===== src/rtl/assert_macros.svh =====
// Assertion macros used by the top level RTL file of the scalefactor exponent block.
`ifndef ASSERT_MACROS_SVH
`define ASSERT_MACROS_SVH

// Property checked at every rising edge while the block is out of reset.
`define ASSERT_CLK(lbl, clk, rst_n, prop) \
  lbl: assert property (@(posedge clk) disable iff (!rst_n) (prop)) \
    else $error("assertion lbl failed");

// Expression that must never be true while the block is out of reset.
`define ASSERT_NEVER(lbl, clk, rst_n, expr) \
  lbl: assert property (@(posedge clk) disable iff (!rst_n) !(expr)) \
    else $error("assertion lbl failed");

`endif


===== src/rtl/mp3sfe_pkg.sv =====
// Package with the types, constants and tables of the scalefactor exponent block.
`default_nettype none

package mp3sfe_pkg;

  localparam int unsigned PREEMPH_ENTRIES = 22;
  localparam int unsigned BAND_INDEX_MAX = 21;

  localparam logic [10:0] GAIN_OFFSET = 11'd211;
  localparam logic [9:0]  MIXED_LONG_LINES = 10'd36;
  localparam logic [9:0]  LINE_COUNT_RESET = 10'd576;

  localparam logic [1:0] PREEMPH_TAB [PREEMPH_ENTRIES] = '{
    2'd0, 2'd0, 2'd0, 2'd0, 2'd0, 2'd0, 2'd0, 2'd0, 2'd0, 2'd0, 2'd0,
    2'd1, 2'd1, 2'd1, 2'd1, 2'd2, 2'd2, 2'd3, 2'd3, 2'd3, 2'd2, 2'd0
  };

  typedef enum logic [2:0] {
    REG_GRAN_GAIN   = 3'd0,
    REG_SF_SHIFT    = 3'd1,
    REG_PREFLAG     = 3'd2,
    REG_BLOCK_SHORT = 3'd3,
    REG_MIXED_BLOCK = 3'd4,
    REG_WIN_GAINS   = 3'd5,
    REG_LINE_COUNT  = 3'd6
  } reg_idx_e;

  typedef struct packed {
    logic [7:0] gran_gain;
    logic       sf_shift_sel;
    logic       preflag;
    logic       block_short;
    logic       mixed_block;
    logic [8:0] win_gains;
    logic [9:0] line_count;
  } cfg_t;

  localparam cfg_t CFG_RESET = '{line_count: LINE_COUNT_RESET, default: '0};

  typedef struct packed {
    logic [9:0] line_pos;
    logic [4:0] band_idx;
    logic [1:0] win_idx;
  } gran_state_t;

endpackage

`default_nettype wire


===== src/rtl/mp3_scalefactor_exponent_gen_top.sv =====
// Top level of the Layer III scalefactor band exponent generator with its register port.
`default_nettype none
`include "assert_macros.svh"

// This block turns a stream of scalefactor band descriptors (a scalefactor and the
// band width in spectral lines) into requantization exponents in quarter powers of two,
// one result transaction per input transaction, in order. A long band yields
// gain - 211 - ((scale_factor + preemphasis) << m), a short window yields
// gain - 211 - 8 * window_gain - (scale_factor << m), where gain is the granule gain
// register, window_gain is the 3-bit gain of the current short window, and m is 2 when
// the shift select register is set and 1 otherwise. The block keeps the line position,
// the band index (saturating at 21) and the short window index (cycling 0, 1, 2); with
// mixed blocks the bands below line 36 count as long. The transaction whose width
// brings the line position to line_count or past it carries last_band and returns all
// of that state to zero, so the next transaction starts a new granule. The sustained
// rate is one transaction per clock cycle while out_ready_i stays high; the band sits in
// the input register while one stage of adders and compares works on it, and it moves
// into the result register once that register is empty or is being emptied.
// While a finished result waits for out_ready_i the input register can take one more
// band; after that in_ready_o stays low until the result is taken.
// Registers sit at byte addresses 0 (granule gain), 4 (shift select, 1 for a shift of
// two), 8 (preflag), 12 (block_short), 16 (mixed_block), 20 (window gains, window 0 in
// bits 2..0) and 24 (line_count, reset 576); they should be written only while the
// block is idle, and writes leave the granule state alone.

module mp3_scalefactor_exponent_gen_top
  import mp3sfe_pkg::*;
(
  input  wire logic        clk_i,
  input  wire logic        rst_ni,

  input  wire logic        psel,
  input  wire logic        penable,
  input  wire logic        pwrite,
  input  wire logic [4:0]  paddr,
  input  wire logic [31:0] pwdata,
  output logic [31:0]      prdata,
  output logic             pready,

  input  wire logic        in_valid_i,
  output logic             in_ready_o,
  input  wire logic [3:0]  scale_factor_i,
  input  wire logic [7:0]  band_width_i,

  output logic             out_valid_o,
  input  wire logic        out_ready_i,
  output logic [9:0]       exponent_o,
  output logic             last_band_o
);

  // Configuration registers.
  cfg_t     cfg_q, cfg_d;
  reg_idx_e reg_idx;
  logic     cfg_wr;

  // Input stage, granule state and result stage.
  logic        in_vld_q;
  logic [3:0]  sf_q;
  logic [7:0]  bw_q;
  gran_state_t state_q, state_d;
  logic        out_vld_q;
  logic [9:0]  exp_q;
  logic        last_q;

  logic        in_load;
  logic        advance;
  logic [9:0]  exp_d;
  logic        last_d;

  // The register port always completes in its access phase.
  assign pready  = 1'b1;
  assign reg_idx = reg_idx_e'(paddr[4:2]);
  assign cfg_wr  = psel && penable && pwrite;

  always_comb begin
    cfg_d = cfg_q;
    if (cfg_wr) begin
      case (reg_idx)
        REG_GRAN_GAIN:   cfg_d.gran_gain    = pwdata[7:0];
        REG_SF_SHIFT:    cfg_d.sf_shift_sel = pwdata[0];
        REG_PREFLAG:     cfg_d.preflag      = pwdata[0];
        REG_BLOCK_SHORT: cfg_d.block_short  = pwdata[0];
        REG_MIXED_BLOCK: cfg_d.mixed_block  = pwdata[0];
        REG_WIN_GAINS:   cfg_d.win_gains    = pwdata[8:0];
        REG_LINE_COUNT:  cfg_d.line_count   = pwdata[9:0];
        default:         cfg_d = cfg_q;
      endcase
    end
  end

  // Reads of an address past the register list return zero.
  always_comb begin
    case (reg_idx)
      REG_GRAN_GAIN:   prdata = {24'd0, cfg_q.gran_gain};
      REG_SF_SHIFT:    prdata = {31'd0, cfg_q.sf_shift_sel};
      REG_PREFLAG:     prdata = {31'd0, cfg_q.preflag};
      REG_BLOCK_SHORT: prdata = {31'd0, cfg_q.block_short};
      REG_MIXED_BLOCK: prdata = {31'd0, cfg_q.mixed_block};
      REG_WIN_GAINS:   prdata = {23'd0, cfg_q.win_gains};
      REG_LINE_COUNT:  prdata = {22'd0, cfg_q.line_count};
      default:         prdata = 32'd0;
    endcase
  end

  always_ff @(posedge clk_i or negedge rst_ni) begin
    if (!rst_ni) begin
      cfg_q <= CFG_RESET;
    end else begin
      cfg_q <= cfg_d;
    end
  end

  // The held band moves into the result register whenever that register is empty or
  // is being emptied in this cycle; the input register then frees up for a new band.
  assign advance    = in_vld_q && (!out_vld_q || out_ready_i);
  assign in_ready_o = !in_vld_q || advance;
  assign in_load    = in_valid_i && in_ready_o;

  // The exponent and the next granule state are both taken from the band in the input
  // register and the state as it stands before that band is counted.
  mp3sfe_core u_core (
    .cfg_i          (cfg_q),
    .state_i        (state_q),
    .scale_factor_i (sf_q),
    .band_width_i   (bw_q),
    .exponent_o     (exp_d),
    .last_band_o    (last_d),
    .state_o        (state_d)
  );

  always_ff @(posedge clk_i or negedge rst_ni) begin
    if (!rst_ni) begin
      in_vld_q  <= 1'b0;
      out_vld_q <= 1'b0;
      state_q   <= '0;
    end else begin
      if (in_load) begin
        in_vld_q <= 1'b1;
      end else if (advance) begin
        in_vld_q <= 1'b0;
      end
      if (advance) begin
        out_vld_q <= 1'b1;
        state_q   <= state_d;
      end else if (out_ready_i) begin
        out_vld_q <= 1'b0;
      end
    end
  end

  always_ff @(posedge clk_i) begin
    if (in_load) begin
      sf_q <= scale_factor_i;
      bw_q <= band_width_i;
    end
    if (advance) begin
      exp_q  <= exp_d;
      last_q <= last_d;
    end
  end

  assign out_valid_o = out_vld_q;
  assign exponent_o  = exp_q;
  assign last_band_o = last_q;

  // The band index saturates, and the window index never leaves its three windows.
  `ASSERT_CLK(a_band_idx_sat, clk_i, rst_ni, state_q.band_idx <= 5'(BAND_INDEX_MAX))
  `ASSERT_NEVER(a_win_idx_range, clk_i, rst_ni, state_q.win_idx == 2'd3)
  // A band that closes the granule leaves the whole granule state at zero.
  `ASSERT_CLK(a_granule_restart, clk_i, rst_ni, (advance && last_d) |=> (state_q == '0))
  // The input side only stalls when both stages hold a band and the output is blocked.
  `ASSERT_CLK(a_stall_cause, clk_i, rst_ni, !in_ready_o |-> (in_vld_q && out_vld_q && !out_ready_i))

endmodule

`default_nettype wire


===== src/rtl/mp3sfe_core.sv =====
// Combinational exponent and granule state update for one scalefactor band.
`default_nettype none

module mp3sfe_core
  import mp3sfe_pkg::*;
(
  input  wire cfg_t        cfg_i,
  input  wire gran_state_t state_i,
  input  wire logic [3:0]  scale_factor_i,
  input  wire logic [7:0]  band_width_i,
  output logic [9:0]       exponent_o,
  output logic             last_band_o,
  output gran_state_t      state_o
);

  logic               is_long;
  logic [1:0]         pre;
  logic [1:0]         win;
  logic [2:0]         sbg;
  logic [4:0]         long_sum;
  logic [6:0]         long_term;
  logic [5:0]         sf_scaled;
  logic [6:0]         short_term;
  logic [6:0]         term;
  logic signed [10:0] gain;
  logic signed [10:0] expo;
  logic [10:0]        next_pos;
  logic [1:0]         win_next;
  logic [4:0]         band_next;

  assign is_long = !cfg_i.block_short ||
                   (cfg_i.mixed_block && (state_i.line_pos < MIXED_LONG_LINES));

  // Band indexes saturate at the last table entry, so the guard only protects the table.
  always_comb begin
    pre = 2'd0;
    if (cfg_i.preflag && (32'(state_i.band_idx) < PREEMPH_ENTRIES)) begin
      pre = PREEMPH_TAB[state_i.band_idx];
    end
  end

  // A window index of three never occurs; it is treated as window zero.
  assign win = (state_i.win_idx > 2'd2) ? 2'd0 : state_i.win_idx;

  always_comb begin
    unique case (win)
      2'd1:    sbg = cfg_i.win_gains[5:3];
      2'd2:    sbg = cfg_i.win_gains[8:6];
      default: sbg = cfg_i.win_gains[2:0];
    endcase
  end

  assign long_sum  = {1'b0, scale_factor_i} + {3'b000, pre};
  assign long_term = cfg_i.sf_shift_sel ? {long_sum, 2'b00} : {1'b0, long_sum, 1'b0};
  assign sf_scaled = cfg_i.sf_shift_sel ? {scale_factor_i, 2'b00}
                                        : {1'b0, scale_factor_i, 1'b0};
  assign short_term = {1'b0, sbg, 3'b000} + {1'b0, sf_scaled};
  assign term       = is_long ? long_term : short_term;

  assign gain = $signed({3'b000, cfg_i.gran_gain}) - $signed(GAIN_OFFSET);
  assign expo = gain - $signed({4'b0000, term});
  assign exponent_o = expo[9:0];

  assign next_pos    = {1'b0, state_i.line_pos} + {3'b000, band_width_i};
  assign last_band_o = next_pos >= {1'b0, cfg_i.line_count};

  assign win_next  = is_long ? state_i.win_idx : ((win >= 2'd2) ? 2'd0 : win + 2'd1);
  assign band_next = (32'(state_i.band_idx) < BAND_INDEX_MAX) ? state_i.band_idx + 5'd1
                                                              : state_i.band_idx;

  always_comb begin
    if (last_band_o) begin
      state_o = '0;
    end else begin
      state_o.line_pos = next_pos[9:0];
      state_o.band_idx = band_next;
      state_o.win_idx  = win_next;
    end
  end

endmodule

`default_nettype wire

===== config.mk =====
export PLATFORM = sky130hd
export DESIGN_NAME = mp3_scalefactor_exponent_gen_top
export DESIGN_NICKNAME = d
export VERILOG_FILES = /design/src/rtl/mp3sfe_pkg.sv /design/src/rtl/mp3_scalefactor_exponent_gen_top.sv /design/src/rtl/mp3sfe_core.sv
export VERILOG_INCLUDE_DIRS = /design/src /design/src/rtl
export SDC_FILE = /design/constraint.sdc
export NUM_CORES = 1
export LEC_CHECK = 0
export ABC_AREA = 1
export BUFFER_PORTS_ARGS = -buffer_cell sky130_fd_sc_hd__clkbuf_2
export CELL_PAD_IN_SITES_DETAIL_PLACEMENT = 0
export CELL_PAD_IN_SITES_GLOBAL_PLACEMENT = 1
export CORE_MARGIN = 2
export CORE_UTILIZATION = 25
export CTS_CLUSTER_DIAMETER = 150
export DETAILED_ROUTE_END_ITERATION = 16
export PLACE_DENSITY = 0.59
export SETUP_SLACK_MARGIN = 0.05
export SYNTH_ARGS = -nofsm -noshare
export SYNTH_HDL_FRONTEND = slang
export SYNTH_SLANG_ARGS = --single-unit

===== constraint.sdc =====
create_clock -name clk_i -period 4.1 [get_ports clk_i]
set_input_delay 0.82 -clock clk_i [delete_from_list [all_inputs] [get_ports clk_i]]
set_output_delay 0.82 -clock clk_i [all_outputs]
set_load 0.02 [all_outputs]

; Word-level counts from Yosys, hierarchy flattened
; Memories as Yosys holds them, arrays and structs flattened.
; Index checks and enable logic that the tools add are counted.
; W data, S select, Z words.
[word_totals]
register_bits = 73
rom_bits = 64
inputBits = 56
out_inout_bits = 46
word_cells = 83
memories = 1
[memory_table]
columns = memory, depth, word_bits, rd, rd_clocked_by_memory_dff, wr, line
row1 = (no name shown), 32, 2, 1, 0, 0, mp3sfe_core.sv:38  ; pre = PREEMPH_TAB[state_i.band_idx];
[classes]
addsub = 7
magnitude_cmp = 7
eq_ne = 9
muxes = 17
n_bitwise = 1
n_reduce_logical = 25
[ops]
columns = operator, n
row1 = $pmux W10 S7, 1
row2 = $reduce_and A2 Y1, 9
row3 = $mux W17, 1
row4 = $mux W7, 2
row5 = $mux W2, 6
row6 = $add A10 B8 Y11, 1
row7 = $ge A11 B10 Y1, 1
row8 = $lt A10 B6 Y1 const B, 1
row9 = $lt A5 B5 Y1 const B, 2
row10 = $sub A10 B8 Y10, 1
row11 = $eq A3 B3 Y1 const B, 3
row12 = $sub A8 B8 Y9 const B, 1
row13 = $add A6 B6 Y7, 1
row14 = $eq A3 B2 Y1 const B, 2
row15 = $ge A6 B6 Y1 const B, 1
row16 = $logic_and A1 B1 Y1, 6
row17 = $mux W6, 1
row18 = $not A5 Y6, 1
row19 = $pmux W3 S2, 1
row20 = $reduce_bool A2 Y1, 3
row21 = $add A4 B2 Y5, 1
row22 = $add A5 B1 Y5 const B, 1
row23 = $mux W5, 1
row24 = $mux W1, 4
row25 = 10 further kinds, 14

; Logic depth before layout (Yosys ltp)
; Gate-level depths: netlist (run 1).
[logic_depth]
ltp_word = 9
mapped_depth = 20
depth_no_buf = 20

; Hierarchy
; From an unflattened synthesis (run 1), not the netlist that was laid out.
[unflattened]
hier_cells = 689
area_unflattened_um2 = 5245.0
[by_module_without_submodules]
columns = mod, instances, cells_each, area_each_um2, seq_area_each_um2
row1 = mp3_scalefactor_exponent_gen_top, 1, 326, 3106.7, 1944.4
row2 = mp3sfe_core, 1, 363, 2138.3, 0.0

; Worst setup path before layout (run 1)
; Ideal clock, no wire load.
[synth_path]
kind = reg2reg
start = register state_q[2] (netlist name)
end = register exp_q[8] (netlist: exponent_o[8]) (data pin)
setup_time_ns = 0.261
arrival_time_ns = 3.060
t_required_ns = 3.839
path_slack_ns = 0.780
path_stages_with_launch = 18
n_path_buf = 0
synth_period_minus_slack_ns = 3.320
path_cell_list = dfrtp_1 -> inv_1 -> ha_1 -> or3_1 -> a21oi_1 -> ha_1 -> fa_1 -> nand2_1 -> o21ai_0 -> o21ai_0 -> ha_1 -> nand3_1 -> nand2_1 -> a21oi_1 -> o21ai_0 -> nand2_1 -> nand3_1 -> xor2_1
[synth_between]
elab_chain_len = 9
elab_cells_between_ends = 11
cone_classes = 2 x add/sub / 1 x order compare / 5 x mux / 1 x bitwise / 1 x reduce/logical / 1 x memory
[synth_rtl]
columns = element, line
row1 = "start, declared", mp3_scalefactor_exponent_gen_top.sv:60  ; gran_state_t state_q, state_d;
row2 = "start signal, assigned", mp3_scalefactor_exponent_gen_top.sv:144  ; state_q <= state_d;
row3 = $not A5 Y6 (not written as such), mp3sfe_core.sv:38
row4 = $mem_v2 Z32 W2, n/a
row5 = $mux W2 (not written as such) (2 in series), mp3sfe_core.sv:38
row6 = $mux W2 (*), mp3sfe_core.sv:37  ; if (cfg_i.preflag && (32'(state_i.band_idx) < PREEMPH_ENTRIES)) begin
row7 = $add A4 B2 Y5 (*), mp3sfe_core.sv:53  ; assign long_sum = {1'b0, scale_factor_i} + {3'b000, pre};
row8 = $mux W7 (*), mp3sfe_core.sv:54  ; assign long_term = cfg_i.sf_shift_sel ? {long_sum, 2'b00} : {1'b0, long_sum, 1'b0};
row9 = $mux W7 (*), mp3sfe_core.sv:58  ; assign term = is_long ? long_term : short_term;
row10 = $sub A10 B8 Y10 (*), mp3sfe_core.sv:61  ; assign expo = gain - $signed({4'b0000, term});
row11 = via exp_d[8], mp3_scalefactor_exponent_gen_top.sv:67  ; logic [9:0] exp_d;
row12 = "end signal, assigned", mp3_scalefactor_exponent_gen_top.sv:157  ; exp_q <= exp_d;
row13 = "end, declared", mp3_scalefactor_exponent_gen_top.sv:62  ; logic [9:0] exp_q;
; The timed path passes the listed nets; every way through them passes the cells marked *. The select of a mux whose other input is x is not followed.
; A chain may end at the register's enable or synchronous reset.

; Final worst setup path (run 1)
[layout_path]
start = register state_q[3] (netlist name)
end = register exp_q[7] (netlist: exponent_o[7]) (data pin)
; Same word-level chain as after synthesis.

==> summary.md, run 1 <==
| Metric | Value |
|---|---|
| Run status | `complete, no violations` |
| Worst endpoint required time | `4180 ps` |
| Headroom to the max-slew limit | `50.2%` |
| Fin. Hold Viols | `0` |
| Top_reg_cell synth | `dfrtp_1` |
| Hold-fix buffers, CTS | `0` |
| Num CTS Buffers | `9` |
| Number of inserted diodes | `0` |
| GR Overflow Total | `0` |
| IO Count | `102` |
| Clock Skew | `11.7 ps` |
| Post-CTS sizing | `0` |
| Clock sink count | `73` |
| CTS tree | `done` |
| Count of pins over their slew limit | `0` |
| Cell taking the most area after synthesis | `dfrtp_1` |
| Layout fillers | `1990` |
| Asr flop ratio synth | `68.5%` |
| Worst EP arrival | `3810 ps` |
| Crit. End Element | `flip-flop` |
| Detailed Routing Iterations Pass 1 | `4` |
| Reg-to-reg endpoint | `exponent_o[7]` |
| Core Util, Final | `29.3%` |
| Vias per cell | `4.38` |
| Worst slew pin tran | `746 ps` |
| Dpl cells | `823` |
| Number of flops mapped to enable cells by yosys | `23` |
| Register area | `0.00194 sq mm` |
| Port Buffers | `54` |
| Synth top area cells | `dfrtp_1, edfxtp_1, nand2_1` |
| Share of cells above drive strength 1 | `16.0%` |
| Post-synthesis sequential area ratio | `41.0%` |
| Final hold slack | `504 ps` |
| Synth top area share | `25.3%` |
| Initial antenna violation count | `0` |
| Pwr Total | `3860 uW` |
| Leakage | `0.00268 uW` |
| Post-route clock period utilization | `90.8%` |
| Routed len/inst | `13.5 um` |
| Worst r2r path cells | `18` |
| FF-to-FF Start | `state_q[3]` |
| Final GP Congestion | `0.796` |
| Min Tclk post-route | `3720 ps` |
| P&R area growth vs syn | `15.3%` |
| Core Area | `0.0186 sq mm` |
| Largest net degree at the start of global routing | `27` |
| Hpwl dp | `9150 um` |
| Multi-input gate area | `0.00233 sq mm` |
| RSZ-0062 raised after global routing | `no` |
| Worst skew pair latency | `340 ps` |
| First-pass GRT wire length | `18800 um` |
| Post-CTS setup buffer count | `0` |
| R2R setup slack | `380 ps` |
| DIE WIDTH | `142 um` |
| Total GRT Usage | `12.0%` |
| Worst-path fanout max | `6` |
| Peak Freq | `0.269 GHz` |
| Most frequent cells after synthesis | `nand2_1, inv_1, dfrtp_1, o21ai_0, ha_1` |
| Final setup TNS | `0 ps` |
| Peak VDD IR | `0.000270 V` |
| Mapped cell area | `0.00474 sq mm` |
| Most frequent cell after synthesis | `nand2_1` |
| Nets | `696` |
| Chip height | `142 um` |
| Num rows | `50` |
| Syn avg cell area | `8.71 sq um` |
| Final wirelength | `11400 um` |
| Non-filler cells, final | `839` |
| Initial Util | `25.4%` |
| Syn Inst Count | `544` |
| Class of the worst hold path | `in -> async` |
| Htree depth | `3` |
| Power Dens Cells | `706 mW/mm^2` |
| Clock Path Buffers | `2` |
| Root Driver | `clkbuf_16` |
| DRT iter0 DRCs | `166` |
| Via count | `3676` |
| Clock Pin Slew Worst Setup and Hold Paths | `60 ps` |
| DR DRC count | `0` |
| Setup CP Type | `reg -> reg` |
| Antenna-violating nets left | `0` |
| Final setup fails | `0` |
| Startpoint Class | `flip-flop` |
| Netlist cell types | `45` |
| Seq cells post-synth | `73` |
| YS warnings | `0` |
| Vias in the first global route | `3703` |
| Die area | `0.0201 sq mm` |
| Max-cap violations | `0` |
==> area by class of cell <==
cell class	count	area share, %
Clock buffer	10	4.58
Tap cell	234	5.35
Inverter	87	5.97
Timing Repair Buffer	56	5.22
Sequential cell	73	35.6
Clock inverter	6	0.709
Multi-Input combinational cell	373	42.6
==> kinds of logic (layout without fill, tap and decap cells) <==
logic type / Yosys count / in the layout / synth area share (%)
mux: 2 / 2 / 0.475
buf+inv: 119 / 159 / 11.5
other cells: 2 / 23 / 0.158
xor+xnor: 23 / 23 / 4.57
flops: 73 / 73 / 41.0
compound gates: 100 / 100 / 12.9
simple gates: 185 / 185 / 18.2
fa+ha+maj: 40 / 40 / 11.2
==> per-stage QoR <==
step,area (sq um),setup slack (ps)
final,5470,378
after CTS,5470,350
after global routing,5470,68.4
after detailed placement,5180,364
after floorplan,4820,780
after global placement,5180,430
==> routing by layer <==
layer,part of all wire [%],global-route usage [%],vias to the layer above
met5,0,0,-
met4,1.6,3.79,0
met3,3.1,2.29,13
met2,52,21.9,60
met1,43,14.2,1739
li1,-,-,1864
==> placed cells by master, fill, tap and decap left out, types with 5 or more instances in the layout <==
cell / Yosys / routed
xnor2_1: 5 / 5
nand2_1: 122 / 122
ha_1: 36 / 36
conb_1: 2 / 23
o21ai_1: 5 / 5
a21oi_1: 21 / 21
clkbuf_16: 0 / 10
edfxtp_1: 23 / 23
o21ai_0: 40 / 40
o221ai_1: 7 / 7
nand3_1: 26 / 26
xor2_1: 16 / 16
inv_1: 87 / 87
clkbuf_2: 1 / 54
nand4_1: 5 / 5
nor2_1: 13 / 13
dfrtp_1: 48 / 48
==> critical path: stages, from the launching register on <==
cell	delay (ps)
dfrtp_1	450
ha_1	250
ha_1	170
a21oi_1	70
nor3b_1	390
ha_1	310
a21oi_1	120
nor2_1	60
xor2_1	180
nand2_1	80
o211ai_1	100
nand2_1	90
ha_1	340
a21oi_1	170
inv_1	50
a31oi_1	210
o21ai_0	120
a21oi_1	220
xnor2_1	90
==> worst max-delay path by stage <==
stage | from | cells after the start | slack (ps) | endpoint
after detailed placement | state_q[2] | 17 | 360 | exponent_o[8]
final | state_q[3] | 18 | 380 | exponent_o[7]
after floorplan | state_q[2] | 17 | 780 | exponent_o[8]
after global placement | state_q[2] | 17 | 430 | exponent_o[8]
after CTS | state_q[2] | 17 | 350 | exponent_o[8]
after global routing | state_q[3] | 18 | 70 | exponent_o[7]
==> power by group <==
group / internal [uW] / total [uW] / switching [uW]
Sequential: 1020 / 1180 / 162
Clock: 446 / 773 / 327
Combinational: 719 / 1910 / 1190
==> sequential cells by signal, indices dropped and copies added (netlist names) <==
signal       flops
bw_q             8
cfg_q           31
exponent_o      10
in_vld_q         1
last_band_o      1
out_valid_o      1
sf_q             4
state_q         17
Power figures use the tool's default switching activity.
==> run 2, diff against run 1 <==
--- a/config.mk
+++ b/config.mk
@@ -7,14 +7,14 @@
 export NUM_CORES = 1
 export LEC_CHECK = 0
 export ABC_AREA = 1
-export BUFFER_PORTS_ARGS = -buffer_cell sky130_fd_sc_hd__clkbuf_2
 export CELL_PAD_IN_SITES_DETAIL_PLACEMENT = 0
 export CELL_PAD_IN_SITES_GLOBAL_PLACEMENT = 1
 export CORE_MARGIN = 2
 export CORE_UTILIZATION = 25
 export CTS_CLUSTER_DIAMETER = 150
 export DETAILED_ROUTE_END_ITERATION = 16
-export PLACE_DENSITY = 0.59
+export DONT_BUFFER_PORTS = 1
+export PLACE_DENSITY = 0.52
 export SETUP_SLACK_MARGIN = 0.05
 export SYNTH_ARGS = -nofsm -noshare
 export SYNTH_HDL_FRONTEND = slang
==> summary.md, run 2 (synthesis gave the netlist of run 1 again) <==
| Metric | Value |
|---|---|
| Vias per cell | `4.48 (was 4.38)` |
| Initial antenna violation count | `0 (unchanged)` |
| Worst skew pair latency | `340 ps (about the same)` |
| Worst endpoint required time | `4180 ps (about the same)` |
| Setup CP Type | `reg -> reg (unchanged)` |
| Final setup fails | `0 (unchanged)` |
| Gate power share | `45.9% (was 49.4%)` |
| Share of cells above drive strength 1 | `7.65% (was 16.0%)` |
| Vias in the first global route | `3413 (was 3703)` |
| Power Dens Cells | `734 mW/mm^2 (was 706 mW/mm^2)` |
| Setup WS pre-CTS | `405 ps (was 364 ps)` |
| Root Driver | `clkbuf_16 (unchanged)` |
| Via count | `3506 (was 3676)` |
| Peak Freq | `0.275 GHz (was 0.269 GHz)` |
| GR Overflow Total | `0 (unchanged)` |
| Run status | `complete, no violations (unchanged)` |
| Final worst slack | `460 ps (was 378 ps)` |
| Number of inserted diodes | `0 (unchanged)` |
| Internal power | `2190 uW (was 2180 uW)` |
| Max-cap violations | `0 (unchanged)` |
| Final wirelength | `11600 um (was 11400 um)` |
| Antenna-violating nets left | `0 (unchanged)` |
| IO Count | `102 (unchanged)` |
| Worst path buffer plus inverter count | `1 (unchanged)` |
| Critical-path top delay cell | `fa_1 (was dfrtp_1)` |
| Switching Fraction | `42.7% (was 43.4%)` |
| CTS tree | `done (unchanged)` |
| Post-CTS setup buffer count | `0 (unchanged)` |
| Clock Pin Slew Worst Setup and Hold Paths | `60 ps (about the same)` |
| Final setup TNS | `0 ps (unchanged)` |
| Most frequent cells in the layout | `nand2_1, inv_1, dfrtp_1 (was nand2_1, inv_1, clkbuf_2)` |
| Leakage | `0.00246 uW (was 0.00268 uW)` |
| Final hold slack | `172 ps (was 504 ps)` |
| Crit-path max cell delay | `440 ps (was 450 ps)` |
| Core Area | `0.0186 sq mm (unchanged)` |
| Routed len/inst | `14.8 um (was 13.5 um)` |
| Num rows | `50 (unchanged)` |
| Peak VDD IR | `0.000253 V (was 0.000270 V)` |
| Initial Util | `25.4% (unchanged)` |
| Class of the worst hold path | `in -> async (unchanged)` |
| Num CTS Buffers | `9 (unchanged)` |
| CP Cell Sequence | `inv_1, ha_1, or3_1, a21oi_1, ha_1, fa_1, nand2_1, o21ai_0, o21ai_0, ha_1, nand3_1, nand2_1, a21oi_1, o21ai_0, nand2_1, nand3_1, xor2_1 (was ha_1, ha_1, a21oi_1, nor3b_1, ha_1, a21oi_1, nor2_1, xor2_1, nand2_1, o211ai_1, nand2_1, ha_1, a21oi_1, inv_1, a31oi_1, o21ai_0, a21oi_1, xnor2_1)` |
| Commonest non-fill, non-tap cell in the layout | `nand2_1 (unchanged)` |
| FF-to-FF Start | `state_q[2] (was state_q[3])` |
| Final GP Congestion | `0.781 (was 0.796)` |
| CP delay by family, top | `adder cells (unchanged)` |
| DR DRC count | `0 (unchanged)` |
| Reg-to-reg endpoint | `exponent_o[8] (was exponent_o[7])` |
| Sequential share of power | `32.8% (was 30.6%)` |
| DIE WIDTH | `142 um (unchanged)` |
| Crit. End Element | `flip-flop (unchanged)` |
| Clock Skew | `8.55 ps (was 11.7 ps)` |
| DRT iter0 DRCs | `160 (was 166)` |
| Largest net degree at the start of global routing | `51 (was 27)` |
| Worst-path fanout max | `5 (was 6)` |
| Hold-fix buffers, CTS | `0 (unchanged)` |
| Chip height | `142 um (unchanged)` |
| Port Buffers | `0 (was 54)` |
| Detailed Routing Iterations Pass 1 | `4 (unchanged)` |
| Nets | `640 (was 696)` |
| Fin. Hold Viols | `0 (unchanged)` |
| P&R area growth vs syn | `9.87% (was 15.3%)` |
| RSZ-0062 raised after global routing | `no (unchanged)` |
| Hpwl dp | `9090 um (was 9150 um)` |
| P_sw | `1630 uW (was 1680 uW)` |
| Worst slew pin tran | `1010 ps (was 746 ps)` |
| Worst r2r path cells | `17 (was 18)` |
| Count of pins over their slew limit | `0 (unchanged)` |
| Clock sink count | `73 (unchanged)` |
| Largest reg by FF count | `cfg_q (unchanged)` |
| First-pass GRT wire length | `18400 um (was 18800 um)` |
| R2R setup slack | `460 ps (was 380 ps)` |
| Clock Path Buffers | `2 (unchanged)` |
| Total GRT Usage | `12.0% (about the same)` |
| Headroom to the max-slew limit | `32.4% (was 50.2%)` |
| Min Tclk post-route | `3640 ps (was 3720 ps)` |
| Largest register FFs | `31 (unchanged)` |
| Startpoint Class | `flip-flop (unchanged)` |
| Die area | `0.0201 sq mm (unchanged)` |
| Htree depth | `3 (unchanged)` |
| Clock share of power | `21.2% (was 20.0%)` |
| Post-route clock period utilization | `88.8% (was 90.8%)` |
| Worst EP arrival | `3720 ps (was 3810 ps)` |
## run 2: changes by cell type in the layout (fill, tap and decap cells not counted), sizes merged
cell / before / now
clkinv: 3 / 1
inv: 89 / 88
clkbuf: 64 / 13
buf: 2 / 0
## run 2: how the worst max path moves through the flow
| stage | start | to | slack [ps] | depth (start not counted) |
|---|---|---|---|---|
| 5_1_grt | state_q[2] | exponent_o[8] | 120 | 17 |
| 4_1_cts | state_q[2] | exponent_o[8] | 390 | 17 |
| 2_1_floorplan | state_q[2] | exponent_o[8] | 780 | 17 |
| 6_report | state_q[2] | exponent_o[8] | 460 | 17 |
| 3_5_place_dp | state_q[2] | exponent_o[8] | 400 | 17 |
| 3_3_place_gp | state_q[2] | exponent_o[8] | 430 | 17 |
## run 2: per-stage QoR
step,power (uW),util (%),instances,instance area (sq um)
2_1_floorplan,2650,-,565,4820
3_3_place_gp,3020,26.2,767,4890
3_5_place_dp,3060,26.2,767,4890
4_1_cts,3900,27.9,783,5200
5_1_grt,4210,27.9,783,5210
6_report,3820,27.9,783,5210
## run 2: repair_timing
action	4_1_cts	5_1_grt
hold endpoints to repair	0	0
gates resized for setup	0	1
setup endpoints to repair	0	1
## run 2: cell type report
| class | count | area [sq um] |
|---|---|---|
| clock buffer | 13 | 292 |
| clock inverter | 3 | 18.8 |
| inverter | 87 | 327 |
| sequential | 73 | 1940 |
| multi-input combinational | 373 | 2330 |
| tap | 234 | 293 |
| fill | 1989 | 13400 |
## run 2: metal layers
layer / vias up / track usage, % / share of wire (%)
li1: 1754 / - / -
met1: 1664 / 14.0 / 44
met2: 74 / 21.1 / 50
met3: 14 / 3.75 / 4.4
met4: 0 / 3.42 / 1.9
met5: - / 0 / 0
## run 2: power by group through the flow
stage	clock, uW	combinational [uW]	sequential (uW)
2_1_floorplan	0	1440	1210
3_3_place_gp	0	1750	1270
3_5_place_dp	0	1790	1270
4_1_cts	841	1800	1260
5_1_grt	862	2070	1290
6_report	811	1750	1260
